**config.mk**
```make
export PLATFORM = sky130hd
export DESIGN_NAME = rpra_div
export DESIGN_NICKNAME = d
export VERILOG_FILES = /design/src/rtl/rpra_pkg.sv /design/src/rtl/rpra_div.sv
export SDC_FILE = /design/constraint.sdc
export NUM_CORES = 1
export LEC_CHECK = 0
export BUFFER_PORTS_ARGS = -buffer_cell sky130_fd_sc_hd__buf_4
export CAP_MARGIN = 20
export CORE_MARGIN = 1.5
export CORE_UTILIZATION = 35
export CTS_CLUSTER_DIAMETER = 200
export DETAILED_ROUTE_END_ITERATION = 6
export SETUP_SLACK_MARGIN = 0.1
export SLEW_MARGIN = 5
export SYNTH_ARGS = -nofsm -noshare
export SYNTH_HDL_FRONTEND = slang
export SYNTH_SLANG_ARGS = --single-unit
```
**constraint.sdc**
```tcl
create_clock -name clk -period 5.37 [get_ports clk]
set_input_delay 1.074 -clock clk [delete_from_list [all_inputs] [get_ports clk]]
set_output_delay 1.074 -clock clk [all_outputs]
set_load 0.01 [all_outputs]
```
**src/rtl/rpra_pkg.sv**
```systemverilog
// Package for the reference-counted page ring allocator.
// Field widths, request and status codes, sequencer states, divider status.
// No dependencies.
package rpra_pkg;

    localparam int OP_W     = 2;
    localparam int RC_W     = 8;
    localparam int SIZE_W   = 26;
    localparam int OFF_W    = 25;
    localparam int STAT_W   = 2;
    localparam int USED_W   = 13;
    localparam int PB_W     = 17;
    localparam int ACT_W    = 13;
    localparam int CFG_W    = 17;
    localparam int CFG_IDX_W = 1;

    // page size in 512-byte units, 1 to 256
    localparam int PM_W     = 9;
    // divider operands
    localparam int DVD_W    = 17;
    localparam int DIV_CNT_W = 5;
    // page count of a request, up to 2^17
    localparam int NW       = 18;

    localparam logic [PB_W-1:0]  PB_RESET  = 17'd1024;
    localparam logic [ACT_W-1:0] ACT_RESET = 13'd4096;
    // 32 MiB / 512
    localparam logic [DVD_W-1:0] LIM_DIVIDEND = 17'd65536;

    localparam logic [CFG_IDX_W-1:0] CFG_PAGE_BYTES   = 1'b0;
    localparam logic [CFG_IDX_W-1:0] CFG_ACTIVE_PAGES = 1'b1;

    localparam logic [OP_W-1:0] OP_ALLOC = 2'd0;
    localparam logic [OP_W-1:0] OP_FREE  = 2'd1;
    localparam logic [OP_W-1:0] OP_CLEAR = 2'd2;
    // unused code, answered as an invalid request
    localparam logic [OP_W-1:0] OP_RSVD  = 2'd3;

    localparam logic [STAT_W-1:0] ST_OK      = 2'd0;
    localparam logic [STAT_W-1:0] ST_NOROOM  = 2'd1;
    localparam logic [STAT_W-1:0] ST_INVALID = 2'd2;

    typedef enum logic [4:0] {
        S_CLEAR, S_IDLE, S_DLIM, S_DN, S_DOFF, S_ADISP,
        S_SCAN_RD, S_SCAN_CHK, S_WRAP, S_WRAP_CHK, S_FIT_RD, S_FIT_CHK, S_MARK,
        S_FCHK_RD, S_FCHK_CHK, S_FDEC_RD, S_FDEC_WR,
        S_CR_INIT, S_CR1_RD, S_CR1_CHK, S_CR2_RD, S_CR2_CHK,
        S_MUL_G, S_MUL_R, S_MUL_C, S_DONE
    } state_t;

    typedef struct packed {
        logic             done;
        logic [DVD_W-1:0] quotient;
        logic [PM_W-1:0]  remainder;
    } div_status_t;

endpackage

```
**src/rtl/rpra_div.sv**
```systemverilog
// Restoring divider, one quotient bit per cycle, shared by the sequencer.
// Depends on rpra_pkg.
module rpra_div (
    input  logic                        clk,
    input  logic                        rst_n,
    input  logic                        start,
    input  logic [rpra_pkg::DVD_W-1:0]  dividend,
    input  logic [rpra_pkg::PM_W-1:0]   divisor,
    output rpra_pkg::div_status_t       stat
);
    import rpra_pkg::*;

    logic [DIV_CNT_W-1:0] cnt_reg, cnt_next;
    logic                 done_reg, done_next;
    logic [DVD_W-1:0]     quo_reg, quo_next;
    logic [PM_W-1:0]      rem_reg, rem_next;
    logic [PM_W:0]        trial;

    always_ff @(posedge clk or negedge rst_n)
    begin
        if (!rst_n)
        begin
            cnt_reg  <= '0;
            done_reg <= 1'b0;
        end
        else
        begin
            cnt_reg  <= cnt_next;
            done_reg <= done_next;
        end
    end

    always_ff @(posedge clk)
    begin
        quo_reg <= quo_next;
        rem_reg <= rem_next;
    end

    always_comb
    begin
        trial     = {rem_reg, quo_reg[DVD_W-1]};
        cnt_next  = cnt_reg;
        quo_next  = quo_reg;
        rem_next  = rem_reg;
        done_next = 1'b0;
        if (start)
        begin
            quo_next = dividend;
            rem_next = '0;
            cnt_next = DIV_CNT_W'(DVD_W);
        end
        else if (cnt_reg != '0)
        begin
            if (trial >= {1'b0, divisor})
            begin
                rem_next = PM_W'(trial - {1'b0, divisor});
                quo_next = {quo_reg[DVD_W-2:0], 1'b1};
            end
            else
            begin
                rem_next = trial[PM_W-1:0];
                quo_next = {quo_reg[DVD_W-2:0], 1'b0};
            end
            cnt_next  = cnt_reg - 1'b1;
            done_next = (cnt_reg == DIV_CNT_W'(1));
        end
    end

    assign stat.done      = done_reg;
    assign stat.quotient  = quo_reg;
    assign stat.remainder = rem_reg;

endmodule

```
==> impl_metrics.toml <==
[cts]
cts_resized = 0
cts_setup_buffers = 0
cts_tree = "built"
cts_buffer_depth = 2
path_clk_slew_ns = 0.06
htreeDepth = 2
cts_sinks = 32
cts_hold_buffers = 0
clock_latency_ns = 0.28
numCtsBuffers = 5
clock-root-buffer = "clkbuf_8"

[critical_path]
end_kind = "flop"
startpoint_type = "input pin"
r2r_slack_ns = 2.70
crit_required_ns = 5.56
rr_worst_depth = 9
r2r_start = "quo_reg[16]"
critical_path_peak_fanout = 15
crit_type = "in -> reg"
crit_arrival_ns = 3.20
reg2reg_to = "rem_reg[1]"

[routing]
routed.top_layer = "met4"
totalWireLength_mm = 4.03
wl_met2_mm = 1.71
antenna_left = 0
via_per_inst = 4.98
dr.pass1.iters = 4
post-route-drc-count = 0
wl_met3_um = 328
wl_met1_mm = 1.95
wl_per_cell_um = 13.0
drtIter0Drc = 70
routed-via-count = 1538

[sta]
post-route-period-util_pct = 56.1
fin_ws_ns = 2.35
worst_slew_pin_slew_ns = 0.792
hold_violations = 0
slew-limit-headroom_pct = 47.2
rsz0062_at_grt = "false"
fmax_mhz = 332
setup_viol = 0
finalClockSkew_ns = 0.00532
fin_crit_ns = 3.02
setup_tns_ns = 0
finalMaxSlewViolations = 0

[hold_path]
min_from = "rem_reg[2]"
whs_endpoint = "rem_reg[2]"
hold_path_depth = 2
hp-class = "reg -> reg"

[status]
status = "completed"

[global_routing]
grt-ovfl-total = 0
grt_antenna_before_repair = 0
grt_pass1_wl_mm = 6.52
grt_util_all_layers_pct = 13.8
grt_pass1_vias = 1400
grt_start_max_net_pins = 37

[finish]
post_route_cells_drive_above_1_share_pct = 35.1
finalNetCount = 280
area_growth_pct = 28.3
antenna_cells = 0
largest_reg_flops = 17

[placed_design]
dp_hpwl_mm = 3.02
port_buffers = 55
gp_congestion = 0.785
pre_cts_slack_ns = 2.09

[die]
io_pins = 56
die_h_um = 77.4
start_util_pct = 37.0
dieArea_sq_um = 5990
core_area_sq_um = 5240
dieWidth_um = 77.4
core.rowCount = 26

[power]
leakagePower_uw = 0.00112
switchingPower_uw = 387
switching_share_pct = 36.2
vdd.ir_drop.worst_mv = 0.275
p_seq_share_pct = 34.9
clkPwrFrac_pct = 18.8
power_frac_comb_pct = 46.2
cellPowerDensity_nw_per_um2 = 430
p_int_uw = 684

[logic_synthesis]
ys.flop_type = "edfxtp_1"
async_flop_share_pct = 18.8
ys_warn_count = 0
syn_inst = 186
synth_edf_count = 17
synth_seq_area_share_pct = 43.4
synth_area_sq_um = 1940
ys_ff_latch = 32
syn_avg_cell_area_sq_um = 10.4
syn_nets = 228
netlist-cell-type-count = 45

[job]
maxCapViolations = 0
cells in the mapped netlist, types with 2 or more instances:
cell       n  share of area (%)
nor2_1    21                4.1
edfxtp_1  17                 26
mux2_2    16                9.3
inv_1     14                2.7
ha_1      12                7.7
a211oi_1   9                3.5
dfxtp_1    9                9.3
a21oi_1    7                1.8
clkbuf_1   6                1.2
dfrtp_1    6                7.7
nand2_1    6                1.2
mux2i_1    5                2.6
nor2b_1    4                1.3
nor3_1     4                1.0
a211o_1    3                1.4
nand2b_1   3               0.97
o211ai_1   3                1.2
o21ai_0    3               0.77
xor2_1     3                1.4
a21o_1     2               0.77
a31o_2     2               0.90
and2_1     2               0.65
buf_2      2               0.52
nand3_1    2               0.52
nand3b_1   2               0.77
nor4_1     2               0.65
or4b_2     2                1.0
xnor2_1    2               0.90
power groups by stage:
stage	clock (uW)	sequential (uW)	combinational (uW)
2_1_floorplan	0	389	340
3_3_place_gp	0	379	496
3_5_place_dp	0	379	498
4_1_cts	207	375	499
5_1_grt	219	384	555
6_report	202	374	495
placed cells by master, fill, tap and decap left out, drive strengths merged, types with 4 or more instances in the layout:
master	netlist	layout
mux2i	5	5
mux2	16	16
inv	14	14
nor2b	4	4
a21oi	7	7
buf	4	55
a211oi	10	10
ha	12	12
clkbuf	6	8
nor3	4	4
nand2	6	6
dfxtp	9	9
edfxtp	17	17
dfrtp	6	6
nor2	21	21
through the flow:
stage	power, uW	hold WS, ns	utilization, %	area, sq um	cells
finish	1070	0.510	47.5	2490	309
CTS	1080	0.511	47.5	2490	309
detailed placement	877	0.503	45.6	2390	301
floorplan	729	0.484	-	1940	186
global placement	875	0.503	45.6	2390	301
global route	1160	0.551	47.5	2490	309
cell type report:
class | count | area [sq um]
Fill cell | 501 | 2750
Timing Repair Buffer | 55 | 413
Tap cell | 70 | 87.6
Sequential cell | 32 | 841
Inverter | 14 | 52.6
Clock buffer | 8 | 100
Multi-Input combinational cell | 130 | 993
metal layers:
| layer | vias to the layer above | track usage, % |
|---|---|---|
| met2 | 47 | 19.6 |
| li1 | 784 | - |
| met1 | 702 | 19.6 |
| met3 | 5 | 6.00 |
| met4 | 0 | 2.73 |
| met5 | - | 0 |
how the worst max path moves through the flow:
stage               start  slack (ns)    endpoint
3_5_place_dp   divisor[0]        2.09  rem_reg[1]
6_report       divisor[0]        2.35  rem_reg[1]
2_1_floorplan  divisor[0]        2.40  rem_reg[7]
3_3_place_gp   divisor[0]        2.14  rem_reg[7]
4_1_cts        divisor[0]        2.37  rem_reg[1]
5_1_grt        divisor[0]        2.14  rem_reg[1]
critical path, stage by stage:
cell and delay, ns:
buf_4 0.08, ha_1 0.14, inv_1 0.05, fa_1 0.42, a211oi_2 0.33, o211a_1 0.22
o21a_1 0.48, mux2i_1 0.15, a211oi_1 0.26
kinds of logic (layout without fill, tap and decap cells):
kind of cell | Yosys count | count (layout) | share of synthesized area, %
buffers and inverters | 24 | 77 | 5.36
AOI/OAI and AO/OA | 38 | 38 | 14.5
xor gates and xnor gates | 5 | 5 | 2.26
and+or+nand+nor | 53 | 53 | 13.8
muxes | 21 | 21 | 11.9
DFF | 32 | 32 | 43.4
adders and majority gates | 13 | 13 | 8.78
Power figures use the tool's default switching activity.
